[config.mk]
export PLATFORM = sky130hd
export DESIGN_NAME = hss_color
export DESIGN_NICKNAME = d
export VERILOG_FILES = /design/src/hdl/hss_pkg.sv /design/src/hdl/hss_color.sv
export SDC_FILE = /design/constraint.sdc
export NUM_CORES = 2
export LEC_CHECK = 0
export ABC_AREA = 1
export ABC_CLOCK_PERIOD_IN_PS = 6800
export BUFFER_PORTS_ARGS = -buffer_cell sky130_fd_sc_hd__buf_2
export CORE_MARGIN = 2
export CORE_UTILIZATION = 30
export CTS_BUF_LIST = sky130_fd_sc_hd__clkbuf_8
export CTS_CLUSTER_SIZE = 10
export DETAILED_ROUTE_END_ITERATION = 8
export SLEW_MARGIN = 20
export SYNTH_ARGS = -nofsm -noshare
export SYNTH_HDL_FRONTEND = slang
export SYNTH_SLANG_ARGS = --single-unit
[constraint.sdc]
create_clock -name clk -period 6.8 [get_ports clk]
set_input_delay 0.68 -clock clk [delete_from_list [all_inputs] [get_ports clk]]
set_output_delay 0.68 -clock clk [all_outputs]
set_load 0.005 [all_outputs]
[src/hdl/hss_pkg.sv]
// ---------------------------------------------------------------------------
// Hair strand shading package
// Shared types, register indexes, reset values and pipeline sizes.
// ---------------------------------------------------------------------------
package hss_pkg;

	localparam int unsigned ONE_Q15    = 32768;
	localparam int unsigned SQRT_STEPS = 16;
	localparam int unsigned POW_STAGES = 255;

	localparam int unsigned CFG_IDX_W  = 3;
	localparam int unsigned CFG_DATA_W = 16;

	localparam logic [CFG_IDX_W-1:0] REG_DIFFUSE_RED    = 3'd0;
	localparam logic [CFG_IDX_W-1:0] REG_DIFFUSE_GREEN  = 3'd1;
	localparam logic [CFG_IDX_W-1:0] REG_DIFFUSE_BLUE   = 3'd2;
	localparam logic [CFG_IDX_W-1:0] REG_SPECULAR_RED   = 3'd3;
	localparam logic [CFG_IDX_W-1:0] REG_SPECULAR_GREEN = 3'd4;
	localparam logic [CFG_IDX_W-1:0] REG_SPECULAR_BLUE  = 3'd5;
	localparam logic [CFG_IDX_W-1:0] REG_SHININESS      = 3'd6;

	localparam logic [15:0] RST_DIFFUSE_RED   = 16'd1311;
	localparam logic [15:0] RST_DIFFUSE_GREEN = 16'd934;
	localparam logic [15:0] RST_DIFFUSE_BLUE  = 16'd524;
	localparam logic [15:0] RST_SPECULAR      = 16'd4096;
	localparam logic [7:0]  RST_SHININESS     = 8'd50;

	typedef struct packed {
		logic signed [15:0] tx, ty, tz;
		logic signed [15:0] lx, ly, lz;
		logic signed [15:0] ex, ey, ez;
	} vec_set_t;

	typedef struct packed {
		logic [15:0] red, green, blue;
	} rgb_t;

	// Common pipeline control: advance enable and the valid bit entering a part.
	typedef struct packed {
		logic en;
		logic valid;
	} pipe_ctl_t;

endpackage

[src/hdl/hss_color.sv]
// ---------------------------------------------------------------------------
// Colour combine stages
// Diffuse and specular products per channel, then sum and saturation.
// ---------------------------------------------------------------------------
module hss_color (
	input  logic               clk,
	input  logic               arst_n,
	input  hss_pkg::pipe_ctl_t ctl,
	input  hss_pkg::rgb_t      diffuse,
	input  hss_pkg::rgb_t      specular,
	input  logic [15:0]        sin_tl,
	input  logic [15:0]        factor,
	output logic               valid,
	output hss_pkg::rgb_t      color
);

	logic          valid_c1, valid_c2;
	logic [31:0]   d_c1 [3];
	logic [31:0]   s_c1 [3];
	logic [15:0]   out_c2 [3];
	logic [17:0]   tot [3];

	for (genvar c = 0; c < 3; c++) begin : g_sum
		assign tot[c] = 18'(d_c1[c][31:15]) + 18'(s_c1[c][31:15]);
	end

	always_ff @(posedge clk or negedge arst_n) begin
		if (!arst_n) begin
			valid_c1 <= 1'b0;
			valid_c2 <= 1'b0;
		end else if (ctl.en) begin
			valid_c1 <= ctl.valid;
			valid_c2 <= valid_c1;
		end
	end

	always_ff @(posedge clk) begin
		if (ctl.en) begin
			d_c1[0] <= diffuse.red * sin_tl;
			d_c1[1] <= diffuse.green * sin_tl;
			d_c1[2] <= diffuse.blue * sin_tl;
			s_c1[0] <= specular.red * factor;
			s_c1[1] <= specular.green * factor;
			s_c1[2] <= specular.blue * factor;
			for (int c = 0; c < 3; c++) begin
				out_c2[c] <= (tot[c] > 18'd65535) ? 16'hFFFF : tot[c][15:0];
			end
		end
	end

	assign valid       = valid_c2;
	assign color.red   = out_c2[0];
	assign color.green = out_c2[1];
	assign color.blue  = out_c2[2];

endmodule

---- Word-level counts from Yosys, hierarchy flattened ----
Memories as Yosys holds them, arrays and structs flattened.
Cells that the tools add are included.
cells by class
  multipliers ............................. 6
  multiplexer cells ....................... 5
  $lt $le $gt $ge ......................... 3
  add/subtract/negate cells ............... 3
operator list
  cell                                                   count
  multiplier 16 x 16 -> 32 bit                           6
  adder 17 x 17 -> 18 bit                                3
  > comparator 18 x 16 -> 1 bit (second input constant)  3
  2-to-1 mux 16 bit                                      3
  2-to-1 mux 1 bit                                       2
storage, ports and cells
  flip-flop bits (word level) ............. 2
  output and inout bits ................... 49
  bits in writable memories ............... 240
  logic and storage cells ................. 22
  memories ................................ 3
memory list
  name    depth  width  read ports  clocked after Yosys merged registers in  wr ports  RTL line         text
  d_c1    3      32     3           0                                        3         hss_color.sv:18  logic [31:0] d_c1 [3];
  s_c1    3      32     3           0                                        3         hss_color.sv:19  logic [31:0] s_c1 [3];
  out_c2  3      16     3           0                                        3         hss_color.sv:20  logic [15:0] out_c2 [3];

---- Longest topological paths before layout ----
  depth in word-level cells ............... 3
  depth in mapped cells ................... 27
  depth with buffers taken out ............ 25

---- Least setup slack after synthesis ----
OpenSTA, ideal clock, no wires.
  kind .................................... input to register
  start point ............................. input port sin_tl[7]
  end point ............................... memory d_c1[2][21] (netlist: d_c1[0][85]), data pin
  buffers on the path ..................... 2
  data required time ...................... 6.548 ns
  data arrival time ....................... 5.560 ns
  stages .................................. 24
  slack ................................... 0.987 ns
  cell sequence ........................... clkbuf_1 > clkbuf_1 > nand2_1 > fa_1 > inv_1 > fa_1 > inv_1 > fa_1 > inv_1 > fa_1 > fa_1 > inv_1 > fa_1 > inv_1 > ha_1 > nand2_1 > nor2_1 > inv_1 > nor3_1 > nand2_1 > nand2_1 > nand2_1 > nand3_1 > nand2_1
RTL lines
  what         RTL line         text
  from (decl)  hss_color.sv:11  input logic [15:0] sin_tl,
  to (decl)    hss_color.sv:18

==> summary.md <==
| Metric | Value |
|---|---|
| Die area | `208200 um2` |
| HP Class | `primary input to register` |
| Routed WL | `roughly 170000 um` |
| Post-synthesis compound-gate area fraction | `4.097%` |
| GRT Overall Usage | `16.90%` |
| Area growth syn-to-layout | `6.823%` |
| Post-Synth Adder-Cell Area | `51.28%` |
| Worst path depth | `19` |
| Met3 global-route usage | `1.932%` |
| Sequential area share after synthesis | `approximately 7.4%` |
| Initial DRT Pass Iterations | `6` |
| DR WL/cell | `between 15 and 20 um` |
| Final Hold Fails | `0` |
| Clock period minus worst slack | `5946 ps` |
| Drt via density | `around 4.6` |
| CTS tree | `built` |
| Synth Register Bits | `152` |
| Worst-margin pin slew | `1063 ps` |
| Grt peak-use layer | `met2` |
| Root Buffer | `clkbuf_8` |
| Post-route ant nets | `0` |
| Synthesized netlist cell count | `about 8300` |
| XOR/XNOR Fraction of Synth Area | `less than 1%` |
| GR Layer Usage met1 | `21.27%` |
| Cell Chain, Critical Path | `buf_2 -> buf_4 -> nand2_1 -> fa_1 -> fa_1 -> fa_1 -> fa_1 -> inv_1 -> fa_1 -> inv_1 -> fa_1 -> inv_1 -> ha_1 -> a21oi_1 -> o21ai_0 -> o21ai_0 -> nand3_1 -> nand2_1 -> nand2_1` |
| Clock skew | `27.64 ps` |
| Final Max Slew Viols | `0` |
| Area of the multi-input gates | `46610 um2` |
| Syn Area/Cell | `7.429 um2` |
| Layout cells sized above 1 | `roughly 4.1%` |
| # fillers | `21710` |
| Grt met2 use | `30.48%` |
| Unique cell type count in the Yosys netlist | `43` |
| IO buf count | `180` |
| Fmax | `around 170 MHz` |
| Final setup vio count | `0` |
| I/O pin total | `between 150 and 200` |
| Layout Nets | `10150` |
| Post-CTS Resized | `0` |
| Startpoint Class | `primary input` |
| Congestion Overflow GR | `0` |
| Clk pin slew, worst setup/hold paths | `100 ps` |
| Worst path most repeated cell | `fa_1` |
| EDFF count, synth | `150` |
| Setup_tns | `0 ps` |
| Vias | `49580` |
| Pin count of the biggest net entering global routing | `about 130` |
| Ys flop type | `edfxtp_1` |
| Sequential standard cell area | `4554 um2` |
| Initial drt markers | `2879` |
| Slowest cell on the critical path | `buf_2` |
| Die Width | `456.2 um` |
| Post-synth ARST share | `1.316%` |
| Tcrit/Tclk final | `87.43%` |
| Simple-gate portion of the synthesized area | `19.64%` |
| H-tree levels | `4` |
| Vias in the first global route | `53490` |
| First-pass GRT wire length | `283500 um` |
| Required @ worst endpoint | `between 7000 and 8000 ps` |
| Die height | `456.2 um` |
| Synthesized area | `61360 um2` |
| Post-synthesis mux area share | `0%` |
| CP max stage delay | `between 700 and 800 ps` |
| Largest family of logic cells by synthesized area | `adder cells` |
| Core area | `202700 um2` |
| Max clock buf depth | `2` |
| Core Rows | `165` |
| Max cap viols | `0` |
| CP endpoint kind | `register` |
| CP bufs+invs | `5` |
| Detailed Place HPWL | `142700 um` |
| RePlAce Congestion | `0.8964` |
| DRC | `0` |
| Worst R2R Path Depth | `9` |
| Num CTS Buffers | `17` |
| Hold Path Stages | `3` |
| Worst-path maximum fanout | `32` |
| CP Data Arrival Time | `around 6300 ps` |
| Initial Utilization | `a little under a third` |
| Num Clock Sinks | `152` |
| Initial antenna violation count | `21` |
| Status | `completed` |
| RSZ-0062 raised after global routing | `false` |
| Crit Path Class | `primary input to register` |
| Yosys warns | `0` |
| Post-synth net total | `about 10000` |
| Slew Limit Headroom | `29.13%` |
| Clk_lat worst skew | `610 ps` |
| Delay-heaviest family, CP | `adder cells` |
-- cell usage in the layout (no fill, tap or decap), drive strengths merged, types with 17 or more instances in the layout --
cell | Yosys | routed
o21ai | 150 | 150
clkbuf | 300 | 17
o21bai | 29 | 29
xnor2 | 32 | 32
edfxtp | 150 | 150
xor2 | 35 | 35
nand4 | 26 | 26
ha | 657 | 657
nor3 | 52 | 52
a21oi | 237 | 237
nand3 | 207 | 207
inv | 2357 | 2363
nor2 | 316 | 316
a21o | 22 | 22
nand2 | 2432 | 2432
fa | 1161 | 1161
buf | 46 | 265
-- path summary, 6_finish.rpt --
kind / slack (ps) / endpoint / startpoint
max in group asynchronous: 6340 / valid_c1 / arst_n
max: 850 / d_c1[0][22] / sin_tl[3]
min reg2reg: 520 / valid / valid_c1
min in group asynchronous: 370 / valid / arst_n
max reg2reg: 4050 / out_c2[0][13] / d_c1[0][19]
min: 270 / valid_c1 / ctl[0]
-- per-layer routing --
metal / vias up / part of all wire (%) / routed length, um
met2: 1134 / 51 / 86940
met5: - / 0.024 / 41
li1: 23670 / - / -
met1: 24520 / 43 / 73540
met3: 247 / 4.4 / 7506
met4: 8 / 2.4 / 4060
-- cell type report --
cell class	instances	share of cell area, %
inverter	2357	13.50
multi-input combinational	5404	71.12
timing repair buffer	266	2.659
tap	2672	5.101
antenna	12	0.04582
sequential	152	6.949
clock buffer	17	0.3570
clock inverter	15	0.2711
-- Yosys cell counts, drive strengths merged, types with 2 or more instances --
| cell | n | area, um2 |
|---|---|---|
| a21boi | 10 | 78.83 |
| a21o | 22 | 165.2 |
| a21oi | 237 | 1209 |
| a31oi | 10 | 62.56 |
| buf | 46 | 212.7 |
| clkbuf | 300 | 1129 |
| dfrtp | 2 | 50.05 |
| edfxtp | 150 | 4504 |
| fa | 1161 | 23240 |
| ha | 657 | 8220 |
| inv | 2357 | 8847 |
| nand2 | 2432 | 9169 |
| nand3 | 207 | 1056 |
| nand3b | 13 | 97.59 |
| nand4 | 26 | 162.7 |
| nor2 | 316 | 1211 |
| nor3 | 52 | 265.3 |
| nor4 | 9 | 56.30 |
| o21a | 2 | 15.01 |
| o21ai | 150 | 762.0 |
| o21bai | 29 | 221.5 |
| or2 | 2 | 12.52 |
| xnor2 | 32 | 280.3 |
| xor2 | 35 | 306.5 |
-- repair_timing --
item                                   in CTS  in global routing
hold buffers                                1                  0
endpoints found under the hold margin       2                  0
buffers inserted                            0                  0
-- worst reg2reg max path: stages, from the launching register on --
cell      delay, ps
edfxtp_1        520
ha_1            410
a21oi_1         280
o21ai_0         130
nand2_1          70
nand2_1          40
nand3_1          60
nand2_1          60
nor2_2          540
nand3_1         320
-- metrics by stage --
stage / utilization [%] / cells / setup WS (ps) / hold WS [ps] / instance area (um2)
floorplan: - / 8259 / 987.2 / 384.4 / 61360
global placement: 32.11 / 10850 / 218.9 / 464.0 / 65090
detailed placement: 32.11 / 10850 / 228.7 / 469.5 / 65090
CTS: 32.31 / 10880 / 938.3 / 194.5 / 65510
global route: 32.33 / 10900 / 558.6 / 237.1 / 65540
finish: 32.33 / 10900 / 854.5 / 274.3 / 65540
-- sequential cells by signal (all words and copies together), names as in the netlist --
register,count
d_c1,51
out_c2,48
s_c1,51
valid,1
valid_c1,1
-- cells by family after synthesis --
family,Yosys count
and+or+nand+nor,3059
xor gates and xnor gates,67
adders and majority gates,1818
DFF,152
AOI/OAI and AO/OA,460
buffers and inverters,2703
Power is not shown: default switching activity piles up to over one toggle a cycle in this logic, so the estimate is an artifact.
