===== config.mk =====
export PLATFORM = sky130hd
export DESIGN_NAME = hss_sqrt
export DESIGN_NICKNAME = d
export VERILOG_FILES = /design/src/hdl/hss_pkg.sv /design/src/hdl/hss_sqrt.sv
export SDC_FILE = /design/constraint.sdc
export NUM_CORES = 2
export LEC_CHECK = 0
export ABC_AREA = 1
export ABC_CLOCK_PERIOD_IN_PS = 4100
export BUFFER_PORTS_ARGS = -buffer_cell sky130_fd_sc_hd__buf_2
export CORE_MARGIN = 10
export CORE_UTILIZATION = 25
export CTS_BUF_LIST = sky130_fd_sc_hd__clkbuf_16
export DETAILED_ROUTE_END_ITERATION = 8
export GPL_ROUTABILITY_DRIVEN = 0
export GPL_TIMING_DRIVEN = 0
export HOLD_SLACK_MARGIN = 0.08
export PLACE_DENSITY = 0.37
export SETUP_SLACK_MARGIN = 0.15
export SLEW_MARGIN = 5
export SYNTH_ARGS = -nofsm -noshare
export SYNTH_HDL_FRONTEND = slang
export SYNTH_SLANG_ARGS = --single-unit
export TNS_END_PERCENT = 10

===== constraint.sdc =====
create_clock -name clk -period 4.1 [get_ports clk]
set_input_delay 0.82 -clock clk [delete_from_list [all_inputs] [get_ports clk]]
set_output_delay 0.82 -clock clk [all_outputs]
set_load 0.01 [all_outputs]

===== src/hdl/hss_pkg.sv =====
// ---------------------------------------------------------------------------
// Hair strand shading package
// Shared types, register indexes, reset values and pipeline sizes.
// ---------------------------------------------------------------------------
package hss_pkg;

	localparam int unsigned ONE_Q15    = 32768;
	localparam int unsigned SQRT_STEPS = 16;
	localparam int unsigned POW_STAGES = 255;

	localparam int unsigned CFG_IDX_W  = 3;
	localparam int unsigned CFG_DATA_W = 16;

	localparam logic [CFG_IDX_W-1:0] REG_DIFFUSE_RED    = 3'd0;
	localparam logic [CFG_IDX_W-1:0] REG_DIFFUSE_GREEN  = 3'd1;
	localparam logic [CFG_IDX_W-1:0] REG_DIFFUSE_BLUE   = 3'd2;
	localparam logic [CFG_IDX_W-1:0] REG_SPECULAR_RED   = 3'd3;
	localparam logic [CFG_IDX_W-1:0] REG_SPECULAR_GREEN = 3'd4;
	localparam logic [CFG_IDX_W-1:0] REG_SPECULAR_BLUE  = 3'd5;
	localparam logic [CFG_IDX_W-1:0] REG_SHININESS      = 3'd6;

	localparam logic [15:0] RST_DIFFUSE_RED   = 16'd1311;
	localparam logic [15:0] RST_DIFFUSE_GREEN = 16'd934;
	localparam logic [15:0] RST_DIFFUSE_BLUE  = 16'd524;
	localparam logic [15:0] RST_SPECULAR      = 16'd4096;
	localparam logic [7:0]  RST_SHININESS     = 8'd50;

	typedef struct packed {
		logic signed [15:0] tx, ty, tz;
		logic signed [15:0] lx, ly, lz;
		logic signed [15:0] ex, ey, ez;
	} vec_set_t;

	typedef struct packed {
		logic [15:0] red, green, blue;
	} rgb_t;

	// Common pipeline control: advance enable and the valid bit entering a part.
	typedef struct packed {
		logic en;
		logic valid;
	} pipe_ctl_t;

endpackage


===== src/hdl/hss_sqrt.sv =====
// ---------------------------------------------------------------------------
// Pipelined square root
// Two lanes of digit-by-digit square root, one result bit per stage, with
// the cosines carried alongside.
// ---------------------------------------------------------------------------
module hss_sqrt (
	input  logic               clk,
	input  logic               arst_n,
	input  hss_pkg::pipe_ctl_t ctl,
	input  logic signed [17:0] cos_tl_in,
	input  logic signed [17:0] cos_te_in,
	input  logic [30:0]        rad_tl,
	input  logic [30:0]        rad_te,
	output logic               valid,
	output logic signed [17:0] cos_tl,
	output logic signed [17:0] cos_te,
	output logic [15:0]        sin_tl,
	output logic [15:0]        sin_te
);

	localparam int unsigned N = hss_pkg::SQRT_STEPS;

	typedef struct packed {
		logic [31:0] rad;
		logic [17:0] rem;
		logic [15:0] root;
	} sq_t;

	function automatic sq_t sq_step(input sq_t cur);
		logic [19:0] acc;
		logic [19:0] trial;
		sq_t         nxt;
		acc   = {cur.rem, cur.rad[31:30]};
		trial = {2'b00, cur.root, 2'b01};
		nxt.rad = {cur.rad[29:0], 2'b00};
		if (acc >= trial) begin
			nxt.rem  = 18'(acc - trial);
			nxt.root = {cur.root[14:0], 1'b1};
		end else begin
			nxt.rem  = acc[17:0];
			nxt.root = {cur.root[14:0], 1'b0};
		end
		return nxt;
	endfunction

	logic               valid_s [N];
	sq_t                lane_s  [N][2];
	logic signed [17:0] ctl_s   [N];
	logic signed [17:0] cte_s   [N];

	sq_t seed [2];
	assign seed[0] = '{rad: {1'b0, rad_tl}, rem: '0, root: '0};
	assign seed[1] = '{rad: {1'b0, rad_te}, rem: '0, root: '0};

	for (genvar k = 0; k < N; k++) begin : g_step
		always_ff @(posedge clk or negedge arst_n) begin
			if (!arst_n) begin
				valid_s[k] <= 1'b0;
			end else if (ctl.en) begin
				valid_s[k] <= (k == 0) ? ctl.valid : valid_s[(k == 0) ? 0 : k-1];
			end
		end
		always_ff @(posedge clk) begin
			if (ctl.en) begin
				if (k == 0) begin
					lane_s[k][0] <= sq_step(seed[0]);
					lane_s[k][1] <= sq_step(seed[1]);
					ctl_s[k]     <= cos_tl_in;
					cte_s[k]     <= cos_te_in;
				end else begin
					lane_s[k][0] <= sq_step(lane_s[(k == 0) ? 0 : k-1][0]);
					lane_s[k][1] <= sq_step(lane_s[(k == 0) ? 0 : k-1][1]);
					ctl_s[k]     <= ctl_s[(k == 0) ? 0 : k-1];
					cte_s[k]     <= cte_s[(k == 0) ? 0 : k-1];
				end
			end
		end
	end

	assign valid  = valid_s[N-1];
	assign cos_tl = ctl_s[N-1];
	assign cos_te = cte_s[N-1];
	assign sin_tl = lane_s[N-1][0].root;
	assign sin_te = lane_s[N-1][1].root;

endmodule


======== After elaboration in Yosys (flattened, before gate mapping) ========
Memories as Yosys holds them, arrays and structs flattened.
Index checks and enable logic that the tools add are counted.
cells by class
  bitwise gates (word level) .............. 0
  add/sub/neg operators ................... 32
  equal/unequal tests ..................... 0
  shift operators ......................... 0
  multiplexer cells ....................... 66
  reduce and logical (&&, ||, !) cells .... 0
  divide/modulo/power cells ............... 0
  magnitude comparators ................... 32
  $mul .................................... 0
operator list
  operator                                                   count
  2-to-1 mux 34 bit                                          64
  greater-or-equal comparator 20 x 18 -> 1 bit               30
  subtractor 18 bit                                          30
  subtractor 1 x 1 -> 2 bit (second input constant)          2
  greater-or-equal comparator 1 bit (second input constant)  2
  2-to-1 mux 1 bit                                           2
storage, ports and cells
  output and inout bits ................... 69
  memory bits (writable) .................. 2,624
  bits in registers ....................... 16
  bits in latches ......................... 0
  bits of input ports ..................... 102
  memories ................................ 3
  memory bits (read-only) ................. 0
  word-level logic and storage cells ...... 149
memory list
  name    depth  bits a word  read ports  clocked after Yosys merged registers in  write ports  RTL line        source
  lane_s  16     128          16          0                                        16           hss_sqrt.sv:47  sq_t lane_s [N][2];
  cte_s   16     18           16          0                                        16           hss_sqrt.sv:49  logic signed [17:0] cte_s [N];
  ctl_s   16     18           16          0                                        16           hss_sqrt.sv:48  logic signed [17:0] ctl_s [N];

======== Depth between registers and ports, before layout ========
An unclocked memory read counts as a cell.
  word-level depth ........................ 4
  mapped depth ............................ 14
  depth with buffers taken out ............ 14

======== Least setup slack after synthesis ========
OpenSTA, ideal clock, no wires.
  path type ............................... register to register
  start ................................... mem lane_s[0][593] in the netlist's numbering
  end ..................................... mem lane_s[0][724] in the netlist's numbering, data pin
  arrival time ............................ 1.665 ns
  buffers on the path ..................... 1
  setup time .............................. 0.258 ns
  setup slack ............................. 2.177 ns
  period minus slack after synthesis ...... 1.923 ns
  required time ........................... 3.842 ns
  stages on the path, launching flop included .. 11
  cells stage by stage .................... edfxtp_1 > ha_1 > a21oi_1 > o21ai_2 > nand2_1 > nand2_2 > nor2_4 > inv_2 > nor2_4 > buf_6 > o21ai_1
RTL lines
  what                RTL line
  start: declaration  hss_sqrt.sv:47

======== Final worst setup path ========
  start ................................... in ctl[1] in the netlist's numbering
  end ..................................... reg valid_s, in the netlist valid
RTL lines
  what                            RTL line        source
  start: declaration              hss_sqrt.sv:9   input hss_pkg::pipe_ctl_t ctl,
  end signal: indexed assignment  hss_sqrt.sv:60  valid_s[k] <= (k == 0) ? ctl.valid : valid_s[(k == 0) ? 0 : k-1];
  end: declaration                hss_sqrt.sv:46  logic valid_s [N];
No word-level cell between the ends.

==> impl_metrics.tcl <==
set metrics [dict create \
    yosysTopAreaCellShare 0.663 \
    wire_per_inst_um 14.0 \
    drtPass1Iterations 5 \
    min_path_type "input pin to flop" \
    antenna_found_initial 3 \
    p_leak_nw 39.0 \
    hold_viol 0 \
    fin_cells 12206 \
    grt_pass1_wl_mm 272 \
    synthCells 7174 \
    worst-setup-path-type "input pin to flop" \
    grt_max_degree 169 \
    yosysSeqAreaShare 0.668 \
    htreeDepth 4 \
    tightest_slew_ps 974 \
    slew_headroom 0.351 \
    ir_drop_v 0.000382 \
    startpoint_type "input pin" \
    cts_resized 0 \
    detail_route.drc_violations 0 \
    die_h_um 594 \
    fp.coreArea_mm2 0.328 \
    track_usage 0.0931 \
    synth_ff_type "edfxtp_1" \
    start_util 0.251 \
    synth_area_leaders "edfxtp_1 (66%), nand2_1 (8.0%), ha_1 (4.6%), inv_1 (4.4%), nor2_1 (2.4%)" \
    power_density_mw_per_mm2 501 \
    synth.largest_area_cell "edfxtp_1" \
    cp_max_fo 144 \
    cts.sinks 1836 \
    io_pins 171 \
    ant_nets 0 \
    arrival_ps 4380 \
    max_stage_delay_ps 460 \
    avgSynthCellArea_um2 11.5 \
    required_ps 4860 \
    synth_edf_count 1820 \
    syn_area_mm2 0.0824 \
    cp_slowest_cell "buf_16" \
    cp-end-kind "flop" \
    synth_most_common_cell "edfxtp_1" \
    ys_warn_count 0 \
    fin_crit_ps 3620 \
    max_cap_viol_count 0 \
    use_met3 0.0169 \
    synth_cell_types 60 \
    grt_use_met2 0.159 \
    place_ws_ps -880 \
    die_w_um 594 \
    cts_tree "yes" \
    vias_per_cell 4.10 \
    fmax_mhz 276 \
    setup_slack_ps 479 \
    wirelength_mm 171 \
    drive_above_1_share 0.112 \
    root_buffer "clkbuf_16" \
    cp_common_cell "buf_16" \
    fin_skew_ps 87.4 \
    hpwlAfterDp_mm 120 \
    async_flop_share 0.00871 \
    synth-seq-cells 1836 \
    area_delta_synth_final_pct 18.0 \
    grt_util_met1 0.115 \
    status "finished clean" \
    synth_common_cells "edfxtp_1 (1820), nand2_1 (1763), inv_1 (956), nor2_1 (531), nand3_1 (381)" \
    dpl.cell_count 11704 \
    fin_crit_sh 0.883 \
    cts.clk_slew.worst_paths_ps 60 \
    rows 210 \
    drtIter0Drc 2945 \
    clk-insertion-delay-late_ps 920 \
    setup_viol 0 \
    cts.path.max_buffers 4 \
    cts_buffers 223 \
    grt_pass1_vias 50938 \
    portBuffers 170 \
    grt-ovfl-total 0 \
    die-area_mm2 0.353 \
    path_cells "buf_12 -> buf_16 -> buf_16 -> buf_16 -> buf_16 -> clkbuf_1 -> mux2_2" \
    slew_violations 0 \
    grt-busiest-layer "met2" \
    rsz0062_at_grt "no" \
    final_nets 8084 \
    postCtsSetupBuffers 0 \
    via_count 50072 \
]
[where the power goes]
part | internal (W) | total (W) | switching (W)
Sequential | 0.0226 | 0.0235 | 0.000817
Clock | 0.0113 | 0.0193 | 0.00798
Combinational | 0.00215 | 0.00602 | 0.00387
[layout make-up]
class | instances | area, µm²
fill | 33343 | 230000
sequential | 1836 | 55100
multi-input combinational | 4235 | 22600
clock buffer | 228 | 5710
tap | 4346 | 5440
inverter | 987 | 3720
timing repair buffer | 278 | 2200
clock inverter | 176 | 1500
buffer | 117 | 983
antenna | 3 | 7.51
[metrics by stage]
| stage | util | power [W] | setup TNS (ps) | hold WS [ps] | instance area, µm² |
|---|---|---|---|---|---|
| floorplan | - | 0.0277 | 0 | 400 | 82400 |
| global placement | 0.271 | 0.0309 | - | 400 | 88700 |
| detailed placement | 0.272 | 0.0299 | -79030 | 405 | 89100 |
| CTS | 0.297 | 0.0499 | 0 | 90.4 | 97200 |
| global route | 0.297 | 0.0516 | 0 | 122 | 97200 |
| finish | 0.297 | 0.0487 | 0 | 188 | 97200 |
[kinds of logic after synthesis]
logic type,synth area share
AND/OR/NAND/NOR,0.160
flip-flops,0.668
buffers and inverters,0.0571
AO/OA/AOI/OAI,0.0477
adder cells (fa/ha/maj),0.0462
XOR/XNOR,0.0206
multiplexers,0.000273
other,0.0000455
[registers in the layout, summed over array words and instances (netlist names)]
name and flops:
valid 1, valid_s 15, lane_s 1244, cte_s 288, ctl_s 288
[critical path, delay by kind of cell]
kind	cells	cell delay [ps]
buffers and inverters	6	2470
multiplexers	1	380
[cell usage in the layout (no fill, tap or decap), types with 102 or more instances in the layout]
master and instances:
nor2_1 531, edfxtp_1 1820, buf_2 174, xor2_1 102, nand3_1 381, inv_1 1001
clkbuf_16 228, a21oi_1 289, nand4_1 105, nand2_1 1763, o21ai_0 188, ha_1 304
[repair_timing]
action | CTS | global route
endpoints found under the hold margin | 109 | 0
setup endpoints to repair | 2 | 0
hold buffers | 94 | 0
[final timing paths]
path | to | depth (start not counted) | slack (ps) | start
worst max-delay path | valid | 7 | 480 | ctl[1]
worst min-delay path | lane_s[0][113] | 1 | 190 | rad_tl[15]
worst max register to register | lane_s[1][859] | 12 | 1680 | lane_s[1][707]
worst min register to register | lane_s[0][1019] | 0 | 380 | lane_s[0][889]
max in group asynchronous | valid | 2 | 3450 | arst_n
min in group asynchronous | valid_s[2] | 2 | 390 | arst_n
[per-layer routing]
metal / wire length [µm] / vias up
met5: 0 / -
met4: 7220 / 0
met3: 6710 / 401
met2: 81000 / 817
met1: 75800 / 23462
li1: - / 25392
Power figures use the tool's default switching activity.
